[src/design/hpd_pkg.sv]
// hpd_pkg: widths, register indices, reset values and the configuration bundle
// shared by the heading pid duty unit; depends on nothing else
package hpd_pkg;

	localparam int GAIN_FRAC_BITS = 8;

	localparam int GAIN_W  = 16;
	localparam int ERR_W   = 10;
	localparam int DUTY_W  = 7;
	localparam int STEP_W  = 8;
	localparam int INTEG_W = 16;
	localparam int IDX_W   = 3;
	localparam int CFG_W   = 16;

	// product and sum widths, all signed
	localparam int P_W   = ERR_W + GAIN_W + 1;
	localparam int D_W   = ERR_W + GAIN_W + 2;
	localparam int I_W   = INTEG_W + GAIN_W + 1;
	localparam int SUM_W = I_W + 2;
	localparam int Q_W   = SUM_W - GAIN_FRAC_BITS;

	localparam int HALF_TURN   = 180;
	localparam int FULL_TURN   = 360;
	localparam int INTEG_LIMIT = 32767;

	localparam logic [GAIN_W-1:0] PROP_GAIN_RST  = '0;
	localparam logic [GAIN_W-1:0] INTEG_GAIN_RST = '0;
	localparam logic [GAIN_W-1:0] DERIV_GAIN_RST = '0;
	localparam logic [DUTY_W-1:0] MIN_DUTY_RST   = 7'd1;
	localparam logic [DUTY_W-1:0] MAX_DUTY_RST   = 7'd70;
	localparam logic [DUTY_W-1:0] TERM_CLAMP_RST = 7'd10;
	localparam logic [STEP_W-1:0] STEP_CLAMP_RST = 8'd30;

	typedef enum logic [IDX_W-1:0] {
		REG_PROP_GAIN  = 3'd0,
		REG_INTEG_GAIN = 3'd1,
		REG_DERIV_GAIN = 3'd2,
		REG_MIN_DUTY   = 3'd3,
		REG_MAX_DUTY   = 3'd4,
		REG_TERM_CLAMP = 3'd5,
		REG_STEP_CLAMP = 3'd6
	} cfg_reg_t;

	typedef struct packed {
		logic [GAIN_W-1:0] prop_gain;
		logic [GAIN_W-1:0] integ_gain;
		logic [GAIN_W-1:0] deriv_gain;
		logic [DUTY_W-1:0] min_duty;
		logic [DUTY_W-1:0] max_duty;
		logic [DUTY_W-1:0] term_clamp;
		logic [STEP_W-1:0] integral_step_clamp;
	} cfg_t;

endpackage

[src/design/hpd_cfg_regs.sv]
// hpd_cfg_regs: register file for gains and limits, written over the config channel
// depends on hpd_pkg
module hpd_cfg_regs (
	input  logic                      clk,
	input  logic                      arst_n,
	input  logic                      wr_en,
	input  logic [hpd_pkg::IDX_W-1:0] wr_index,
	input  logic [hpd_pkg::CFG_W-1:0] wr_data,
	output hpd_pkg::cfg_t             cfg
);

	hpd_pkg::cfg_t cfg_q;

	always_ff @(posedge clk or negedge arst_n) begin
		if (!arst_n) begin
			cfg_q.prop_gain           <= hpd_pkg::PROP_GAIN_RST;
			cfg_q.integ_gain          <= hpd_pkg::INTEG_GAIN_RST;
			cfg_q.deriv_gain          <= hpd_pkg::DERIV_GAIN_RST;
			cfg_q.min_duty            <= hpd_pkg::MIN_DUTY_RST;
			cfg_q.max_duty            <= hpd_pkg::MAX_DUTY_RST;
			cfg_q.term_clamp          <= hpd_pkg::TERM_CLAMP_RST;
			cfg_q.integral_step_clamp <= hpd_pkg::STEP_CLAMP_RST;
		end else if (wr_en) begin
			case (hpd_pkg::cfg_reg_t'(wr_index))
				hpd_pkg::REG_PROP_GAIN:  cfg_q.prop_gain  <= wr_data;
				hpd_pkg::REG_INTEG_GAIN: cfg_q.integ_gain <= wr_data;
				hpd_pkg::REG_DERIV_GAIN: cfg_q.deriv_gain <= wr_data;
				hpd_pkg::REG_MIN_DUTY:   cfg_q.min_duty   <= wr_data[hpd_pkg::DUTY_W-1:0];
				hpd_pkg::REG_MAX_DUTY:   cfg_q.max_duty   <= wr_data[hpd_pkg::DUTY_W-1:0];
				hpd_pkg::REG_TERM_CLAMP: cfg_q.term_clamp <= wr_data[hpd_pkg::DUTY_W-1:0];
				hpd_pkg::REG_STEP_CLAMP:
					cfg_q.integral_step_clamp <= wr_data[hpd_pkg::STEP_W-1:0];
				default: ;
			endcase
		end
	end

	assign cfg = cfg_q;

endmodule

[src/design/hpd_fold.sv]
// hpd_fold: heading error folded once onto the shorter turn, then limited to a full turn
// depends on hpd_pkg
module hpd_fold (
	input  logic signed [hpd_pkg::ERR_W-1:0] target_heading,
	input  logic signed [hpd_pkg::ERR_W-1:0] measured_heading,
	output logic signed [hpd_pkg::ERR_W-1:0] signed_error
);

	localparam int DW = hpd_pkg::ERR_W + 1;
	localparam int MW = hpd_pkg::ERR_W + 2;

	logic signed [DW-1:0] diff;
	logic signed [MW-1:0] mag;
	logic signed [MW-1:0] mag_f;
	logic signed [MW-1:0] err_f;
	logic                 cw;
	logic                 flip;

	always_comb begin
		diff  = DW'(target_heading) - DW'(measured_heading);
		cw    = !diff[DW-1];
		mag   = cw ? MW'(diff) : -MW'(diff);
		flip  = mag > MW'(hpd_pkg::HALF_TURN);
		// long way round becomes the short way in the other direction
		mag_f = flip ? MW'(hpd_pkg::FULL_TURN) - mag : mag;
		err_f = (cw ^ flip) ? mag_f : -mag_f;
		if (err_f > MW'(hpd_pkg::FULL_TURN))
			signed_error = hpd_pkg::ERR_W'(hpd_pkg::FULL_TURN);
		else if (err_f < -MW'(hpd_pkg::FULL_TURN))
			signed_error = -hpd_pkg::ERR_W'(hpd_pkg::FULL_TURN);
		else
			signed_error = err_f[hpd_pkg::ERR_W-1:0];
	end

endmodule

[src/design/hpd_law.sv]
// hpd_law: loop state and pid control law, one tick per advance
// depends on hpd_pkg
module hpd_law (
	input  logic                              clk,
	input  logic                              arst_n,
	input  logic                              advance,
	input  logic                              enabled,
	input  logic signed [hpd_pkg::ERR_W-1:0]  err,
	input  hpd_pkg::cfg_t                     cfg,
	output logic        [hpd_pkg::DUTY_W-1:0] motor_duty,
	output logic signed [hpd_pkg::ERR_W-1:0]  signed_error
);

	localparam int F    = hpd_pkg::GAIN_FRAC_BITS;
	localparam int SW   = hpd_pkg::ERR_W + 1;
	localparam int AW   = hpd_pkg::INTEG_W + 1;
	localparam int GS_W = hpd_pkg::GAIN_W + 1;

	logic signed [hpd_pkg::INTEG_W-1:0] integ_q;
	logic signed [hpd_pkg::ERR_W-1:0]   prev_err_q;
	logic        [hpd_pkg::DUTY_W-1:0]  prev_duty_q;

	logic                               run_integ;
	logic signed [SW-1:0]               err_e;
	logic signed [SW-1:0]               step_lim;
	logic signed [SW-1:0]               step;
	logic signed [AW-1:0]               acc;
	logic signed [hpd_pkg::INTEG_W-1:0] integ_nx;
	logic signed [SW-1:0]               err_diff;
	logic signed [hpd_pkg::P_W-1:0]     p_raw;
	logic signed [hpd_pkg::P_W-1:0]     p_lim;
	logic signed [hpd_pkg::P_W-1:0]     p_c;
	logic signed [hpd_pkg::D_W-1:0]     d_raw;
	logic signed [hpd_pkg::D_W-1:0]     d_lim;
	logic signed [hpd_pkg::D_W-1:0]     d_c;
	logic signed [hpd_pkg::I_W-1:0]     i_raw;
	logic signed [hpd_pkg::SUM_W-1:0]   sum;
	logic signed [hpd_pkg::SUM_W-1:0]   sum_b;
	logic signed [hpd_pkg::Q_W-1:0]     q;
	logic signed [hpd_pkg::Q_W-1:0]     q_hi;
	logic signed [hpd_pkg::Q_W-1:0]     q_c;
	logic        [hpd_pkg::DUTY_W-1:0]  duty;

	always_comb begin
		// integrator only moves while the last duty sat inside the limits
		run_integ = (prev_duty_q > cfg.min_duty) && (prev_duty_q < cfg.max_duty);
		err_e     = SW'(err);
		step_lim  = $signed({{(SW-hpd_pkg::STEP_W){1'b0}}, cfg.integral_step_clamp});
		if (err_e > step_lim)
			step = step_lim;
		else if (err_e < -step_lim)
			step = -step_lim;
		else
			step = err_e;
		acc = AW'(integ_q) + AW'(step);
		if (!run_integ)
			integ_nx = integ_q;
		else if (acc > AW'(hpd_pkg::INTEG_LIMIT))
			integ_nx = hpd_pkg::INTEG_W'(hpd_pkg::INTEG_LIMIT);
		else if (acc < -AW'(hpd_pkg::INTEG_LIMIT))
			integ_nx = -hpd_pkg::INTEG_W'(hpd_pkg::INTEG_LIMIT);
		else
			integ_nx = acc[hpd_pkg::INTEG_W-1:0];

		p_raw = err * $signed({1'b0, cfg.prop_gain});
		p_lim = $signed({{(hpd_pkg::P_W-hpd_pkg::DUTY_W-F){1'b0}}, cfg.term_clamp,
			{F{1'b0}}});
		if (p_raw > p_lim)
			p_c = p_lim;
		else if (p_raw < -p_lim)
			p_c = -p_lim;
		else
			p_c = p_raw;

		err_diff = SW'(err) - SW'(prev_err_q);
		d_raw    = err_diff * $signed({1'b0, cfg.deriv_gain});
		d_lim    = hpd_pkg::D_W'(p_lim);
		if (d_raw > d_lim)
			d_c = d_lim;
		else if (d_raw < -d_lim)
			d_c = -d_lim;
		else
			d_c = d_raw;

		i_raw = integ_nx * $signed(GS_W'({1'b0, cfg.integ_gain}));

		sum   = hpd_pkg::SUM_W'(p_c) + hpd_pkg::SUM_W'(i_raw) + hpd_pkg::SUM_W'(d_c);
		// bias negative sums so the shift truncates toward zero
		sum_b = sum + (sum[hpd_pkg::SUM_W-1] ?
			hpd_pkg::SUM_W'({F{1'b1}}) : hpd_pkg::SUM_W'(0));
		q     = sum_b[hpd_pkg::SUM_W-1:F];

		// max first, then min, so an inverted pair leaves min_duty
		q_hi = (q > $signed(hpd_pkg::Q_W'(cfg.max_duty))) ?
			$signed(hpd_pkg::Q_W'(cfg.max_duty)) : q;
		q_c  = (q_hi < $signed(hpd_pkg::Q_W'(cfg.min_duty))) ?
			$signed(hpd_pkg::Q_W'(cfg.min_duty)) : q_hi;
		duty = q_c[hpd_pkg::DUTY_W-1:0];

		motor_duty   = enabled ? duty : '0;
		signed_error = enabled ? err : '0;
	end

	always_ff @(posedge clk or negedge arst_n) begin
		if (!arst_n) begin
			integ_q     <= '0;
			prev_err_q  <= '0;
			prev_duty_q <= '0;
		end else if (advance) begin
			if (!enabled) begin
				integ_q     <= '0;
				prev_err_q  <= '0;
				prev_duty_q <= '0;
			end else begin
				integ_q     <= integ_nx;
				prev_err_q  <= err;
				prev_duty_q <= duty;
			end
		end
	end

	assert property (@(posedge clk) disable iff (!arst_n)
		advance && !enabled |=> integ_q == '0 && prev_duty_q == '0 && prev_err_q == '0)
		else $error("loop state not cleared by a disabled tick");

	assert property (@(posedge clk) disable iff (!arst_n)
		!advance |=> $stable(integ_q) && $stable(prev_duty_q) && $stable(prev_err_q))
		else $error("loop state moved without a tick");

	assert property (@(posedge clk) disable iff (!arst_n)
		integ_q != {1'b1, {(hpd_pkg::INTEG_W-1){1'b0}}})
		else $error("integrator left its saturation range");

endmodule

[src/design/heading_pid_duty_shortest_turn_unit.sv]
// heading_pid_duty_shortest_turn_unit: top level of the heading pid duty unit
// depends on hpd_pkg, hpd_cfg_regs, hpd_fold and hpd_law
//
//  channel  | direction | handshake          | payload
//  ---------+-----------+--------------------+--------------------------------------
//  s_*      | in        | s_tvalid/s_tready  | tdata: target, measured; tuser: enabled
//  m_*      | out       | m_tvalid/m_tready  | tdata: motor_duty, signed_error
//  cfg_*    | in        | cfg_valid/cfg_ready| cfg_index, cfg_data
//
// one tick per clock cycle sustained while the output is not stalled; a tick's result
// reaches m_tdata via the error fold into the input register at its transfer edge, then
// the control law into the result register when it advances, which also updates the
// integrator and previous error/duty.
// reset clears the loop state and loads the register defaults; no clearing pass.
// a stalled output holds its result and the input register, and s_tready drops
// only while both are full.
module heading_pid_duty_shortest_turn_unit (
	input  logic        clk,
	input  logic        arst_n,
	input  logic        s_tvalid,
	output logic        s_tready,
	input  logic [23:0] s_tdata,   // [9:0] target_heading, [19:10] measured_heading, pad
	input  logic [0:0]  s_tuser,   // [0] enabled
	output logic        m_tvalid,
	input  logic        m_tready,
	output logic [23:0] m_tdata,   // [6:0] motor_duty, [16:7] signed_error, pad
	input  logic        cfg_valid,
	output logic        cfg_ready,
	input  logic [hpd_pkg::IDX_W-1:0] cfg_index,
	input  logic [hpd_pkg::CFG_W-1:0] cfg_data
);

	localparam int OUT_USED = hpd_pkg::DUTY_W + hpd_pkg::ERR_W;

	hpd_pkg::cfg_t cfg;

	logic                              valid_s1;
	logic                              en_s1;
	logic signed [hpd_pkg::ERR_W-1:0]  err_s1;
	logic signed [hpd_pkg::ERR_W-1:0]  fold_err;
	logic                              m_valid_q;
	logic        [hpd_pkg::DUTY_W-1:0] duty_q;
	logic signed [hpd_pkg::ERR_W-1:0]  serr_q;
	logic        [hpd_pkg::DUTY_W-1:0] law_duty;
	logic signed [hpd_pkg::ERR_W-1:0]  law_err;
	logic                              advance;
	logic                              s_xfer;

	assign cfg_ready = 1'b1;

	hpd_cfg_regs u_cfg (
		.clk      (clk),
		.arst_n   (arst_n),
		.wr_en    (cfg_valid && cfg_ready),
		.wr_index (cfg_index),
		.wr_data  (cfg_data),
		.cfg      (cfg)
	);

	hpd_fold u_fold (
		.target_heading   ($signed(s_tdata[hpd_pkg::ERR_W-1:0])),
		.measured_heading ($signed(s_tdata[2*hpd_pkg::ERR_W-1:hpd_pkg::ERR_W])),
		.signed_error     (fold_err)
	);

	// result register free, or emptied this cycle
	assign advance  = !m_valid_q || m_tready;
	assign s_tready = advance || !valid_s1;
	assign s_xfer   = s_tvalid && s_tready;

	hpd_law u_law (
		.clk          (clk),
		.arst_n       (arst_n),
		.advance      (advance && valid_s1),
		.enabled      (en_s1),
		.err          (err_s1),
		.cfg          (cfg),
		.motor_duty   (law_duty),
		.signed_error (law_err)
	);

	always_ff @(posedge clk or negedge arst_n) begin
		if (!arst_n) begin
			valid_s1 <= 1'b0;
		end else if (s_xfer) begin
			valid_s1 <= 1'b1;
		end else if (advance) begin
			valid_s1 <= 1'b0;
		end
	end

	always_ff @(posedge clk) begin
		if (s_xfer) begin
			en_s1  <= s_tuser[0];
			err_s1 <= fold_err;
		end
	end

	always_ff @(posedge clk or negedge arst_n) begin
		if (!arst_n) begin
			m_valid_q <= 1'b0;
		end else if (advance) begin
			m_valid_q <= valid_s1;
		end
	end

	always_ff @(posedge clk) begin
		if (advance && valid_s1) begin
			duty_q <= law_duty;
			serr_q <= law_err;
		end
	end

	assign m_tvalid = m_valid_q;
	assign m_tdata  = {{(24-OUT_USED){1'b0}}, serr_q, duty_q};

	assert property (@(posedge clk) disable iff (!arst_n)
		valid_s1 && !advance |=> valid_s1 && $stable(err_s1) && $stable(en_s1))
		else $error("waiting tick lost from the input register");

	assert property (@(posedge clk) disable iff (!arst_n)
		m_valid_q && !m_tready && valid_s1 |-> !s_tready)
		else $error("input taken while both registers are full");

	assert property (@(posedge clk) disable iff (!arst_n)
		advance && valid_s1 && !en_s1 |=> m_valid_q && duty_q == '0 && serr_q == '0)
		else $error("disabled tick gave a non-zero result");

endmodule

[config.mk]
export PLATFORM = sky130hd
export DESIGN_NAME = heading_pid_duty_shortest_turn_unit
export DESIGN_NICKNAME = d
export VERILOG_FILES = /design/src/design/hpd_pkg.sv /design/src/design/hpd_cfg_regs.sv /design/src/design/hpd_fold.sv /design/src/design/hpd_law.sv /design/src/design/heading_pid_duty_shortest_turn_unit.sv
export SDC_FILE = /design/constraint.sdc
export NUM_CORES = 2
export LEC_CHECK = 0
export BUFFER_PORTS_ARGS = -buffer_cell sky130_fd_sc_hd__buf_2
export CAP_MARGIN = 20
export CORE_UTILIZATION = 51
export DETAILED_ROUTE_END_ITERATION = 10
export HOLD_SLACK_MARGIN = 0.15
export PLACE_DENSITY = 0.73
export SYNTH_ARGS = -nofsm -noshare
export SYNTH_HDL_FRONTEND = slang
export SYNTH_HIERARCHICAL = 1
export SYNTH_SLANG_ARGS = --single-unit
export TNS_END_PERCENT = 30
[constraint.sdc]
create_clock -name clk -period 29.8 [get_ports clk]
set_input_delay 5.96 -clock clk [delete_from_list [all_inputs] [get_ports clk]]
set_output_delay 5.96 -clock clk [all_outputs]
set_load 0.01 [all_outputs]
==> metrics <==
CTS tree=built; WS Path Type=flip-flop to flip-flop; hpwl dp=77.3 mm; RSZ-0062 raised after global routing=false; Hold Slack=512 ps; Post-Syn Area=36900 µm²; Yosys reg bits=140; CTS Hold Buffers Added=0; skew final=19.9 ps; clk slew on worst S/H paths=70 ps; Overall Global Routing Usage=26.2%; Slew @ Worst Pin=1160 ps; WP data required=29970 ps; Worst-Skew Late Latency=470 ps; Avg Cell Area, Syn=8.71 µm²; fmax=0.0406 GHz; final WL=95.3 mm; Yosys cell types=124; PostCTS Resize Cnt=0; CTS Buffer Depth=2; Total Negative Setup Slacks=0 ps; Detailed Route Iter0 Violations=1835; slew margin rel.=21.8%; WP buf/inv=12; predominant post-synthesis flop cell=dfrtp_1; fin nets=5188; die area=73400 µm²; gr ovfl total=0; Seq/Total Area, Yosys=9.91%; asr flop ratio synth=80.0%; core region area=71500 µm²; Max Fanout on Critical Path=27; EDFF count, synth=28; share of cells above drive strength 1=7.69%; Num Clock Sinks=140; Synth area leader=fa_1; largest net degree at the start of global routing=75; Final Critical Period=24650 ps; Std-Cell Rows=98; CP Capture Type=flip-flop; arrival time worst endpoint=24820 ps; CTS buffer count=17; die width=271 µm; status=finished clean; Slew Viols, Final=0; H-tree Lvls=4; Cells after Synth=4233; Remaining DRCs=0; I/O pin count=76; final setup vio count=0; Filler cells=6517; period utilization=82.7%; Startpoint Class=flip-flop; most frequent cells in the layout=inv_1, fa_1, ha_1, nand2_1, and2_1; Initial Util=51.6%; ranking of synthesized cells by area=fa_1, ha_1, inv_1, dfrtp_1, nand2_1; Final Hold Vio Count=0; global placement routability congestion=0.932; die span in y=271 µm; drt via density=5.74; Slowest Stage Delay on Critical Path=830 ps; Slowest-stage cell, CP=o21a_1; First-pass DRT Iterations=7; class of the worst hold path=flip-flop to flip-flop; initial antenna violation count=2; vias post-DR=29.6k; cell repeated most along the worst path=fa_1; P&R area growth vs syn=4.64%; Reg area=3660 µm²; share of the synthesized area in the top cell type=27.0%; Crit path max-delay family=compound AO/OA/AOI/OAI gates; wire per inst=18.5 µm; first-pass GRT wire length=154 mm; CTS Root Cell=clkbuf_16; post-route ant nets=0; most common cell after layout, fill and taps aside=inv_1; number of global-route vias before repair=30.0k; Multi-input gate area=29600 µm²; Synth warnings=6; max_cap viols=0; post-CTS setup buffer count=0; Port-buffer cells=63
[per-stage QoR]
step	util (%)	std cells	worst slack (ps)	instance area, µm²
after global routing	54.0	5150	3590	38600
after global placement	53.1	5115	5290	37900
after CTS	53.9	5147	4960	38500
after detailed placement	53.1	5115	5110	37900
final	54.0	5153	5150	38600
after floorplan	-	4239	8930	36900
[state kept, by name, indices dropped and copies added (netlist names), 7 cells and up]
register and count:
u_cfg/cfg 77, serr_q 10, u_law/prev_err_q 10, u_law/integ_q 16
duty_q 7, u_law/prev_duty_q 7, err_s1 10
[worst reg2reg max path: cells and delay by family (launching register included)]
kind | cells | cell delay (ps)
compound gates | 41 | 8880
fa+ha+maj | 19 | 8090
simple gates | 17 | 3770
buf+inv | 12 | 1300
xor+xnor | 3 | 1000
mux | 4 | 680
flops | 1 | 640
[logic make-up (layout without fill, tap and decap cells)]
| logic type | after synthesis | after routing | share of synthesized area [%] |
|---|---|---|---|
| buf+inv | 939 | 900 | 9.87 |
| flops | 140 | 140 | 9.91 |
| fa+ha+maj | 956 | 956 | 42.5 |
| xor+xnor | 144 | 144 | 3.59 |
| compound gates | 699 | 699 | 13.3 |
| simple gates | 1240 | 1240 | 17.4 |
| mux | 113 | 113 | 3.40 |
| other cells | 2 | 11 | 0.0204 |
[final cells by class]
class,instances,share of cell area [%]
tap,950,3.08
sequential,140,9.47
antenna,3,0.0195
clock inverter,15,0.438
clock buffer,17,1.10
inverter,766,7.45
multi-input combinational,3160,76.8
timing repair buffer,102,1.64
[synth_stat cells (all sizes together), types with 8 or more instances]
| library cell | count |
|---|---|
| inv | 765 |
| fa | 498 |
| ha | 454 |
| nand2 | 422 |
| and2 | 232 |
| a21oi | 169 |
| nor2 | 153 |
| clkbuf | 137 |
| o21ai | 126 |
| dfrtp | 102 |
| xnor2 | 93 |
| mux2 | 88 |
| nor2b | 68 |
| nor3 | 63 |
| o21a | 62 |
| a21o | 53 |
| nand2b | 52 |
| nand3 | 52 |
| xor2 | 51 |
| and3 | 39 |
| buf | 36 |
| or2 | 35 |
| o211ai | 31 |
| a211oi | 28 |
| edfxtp | 28 |
| nand4 | 28 |
| or3 | 27 |
| mux2i | 25 |
| o2111ai | 24 |
| a31oi | 21 |
| o21bai | 18 |
| a22o | 15 |
| nor3b | 14 |
| nor4 | 14 |
| a221o | 11 |
| o22ai | 11 |
| o31ai | 11 |
| a21boi | 10 |
| dfstp | 10 |
| a211o | 9 |
| and4 | 9 |
| a2111oi | 8 |
| a22oi | 8 |
| o31a | 8 |
[metal layers]
metal	GRT usage, %	up-vias	routed length [µm]
li1	-	13754	-
met1	34.9	14753	41400
met2	43.8	913	45200
met3	2.90	159	5430
met4	9.69	4	3230
met5	0	-	23
[path summary, 6_finish.rpt]
path / from / endpoint / slack [ps] / depth (start not counted)
min in group asynchronous: arst_n / u_law/prev_duty_q[2]$_DFFE_PN0P_ / 5480 / 1
worst max register to register: err_s1[0]$_DFFE_PP_ / duty_q[5]$_DFFE_PP_ / 5150 / 96
worst min-delay path: u_cfg/cfg[18]$_DFFE_PN0P_ / u_cfg/cfg[18]$_DFFE_PN0P_ / 510 / 1
worst min register to register: u_cfg/cfg[18]$_DFFE_PN0P_ / u_cfg/cfg[18]$_DFFE_PN0P_ / 510 / 1
worst max-delay path: err_s1[0]$_DFFE_PP_ / duty_q[5]$_DFFE_PP_ / 5150 / 96
max in group asynchronous: arst_n / u_cfg/cfg[1]$_DFFE_PN1P_ / 23140 / 3
Power is left out: the tool's default activity adds up to more than one toggle a clock period on the data nets, which glitch-free logic cannot reach.
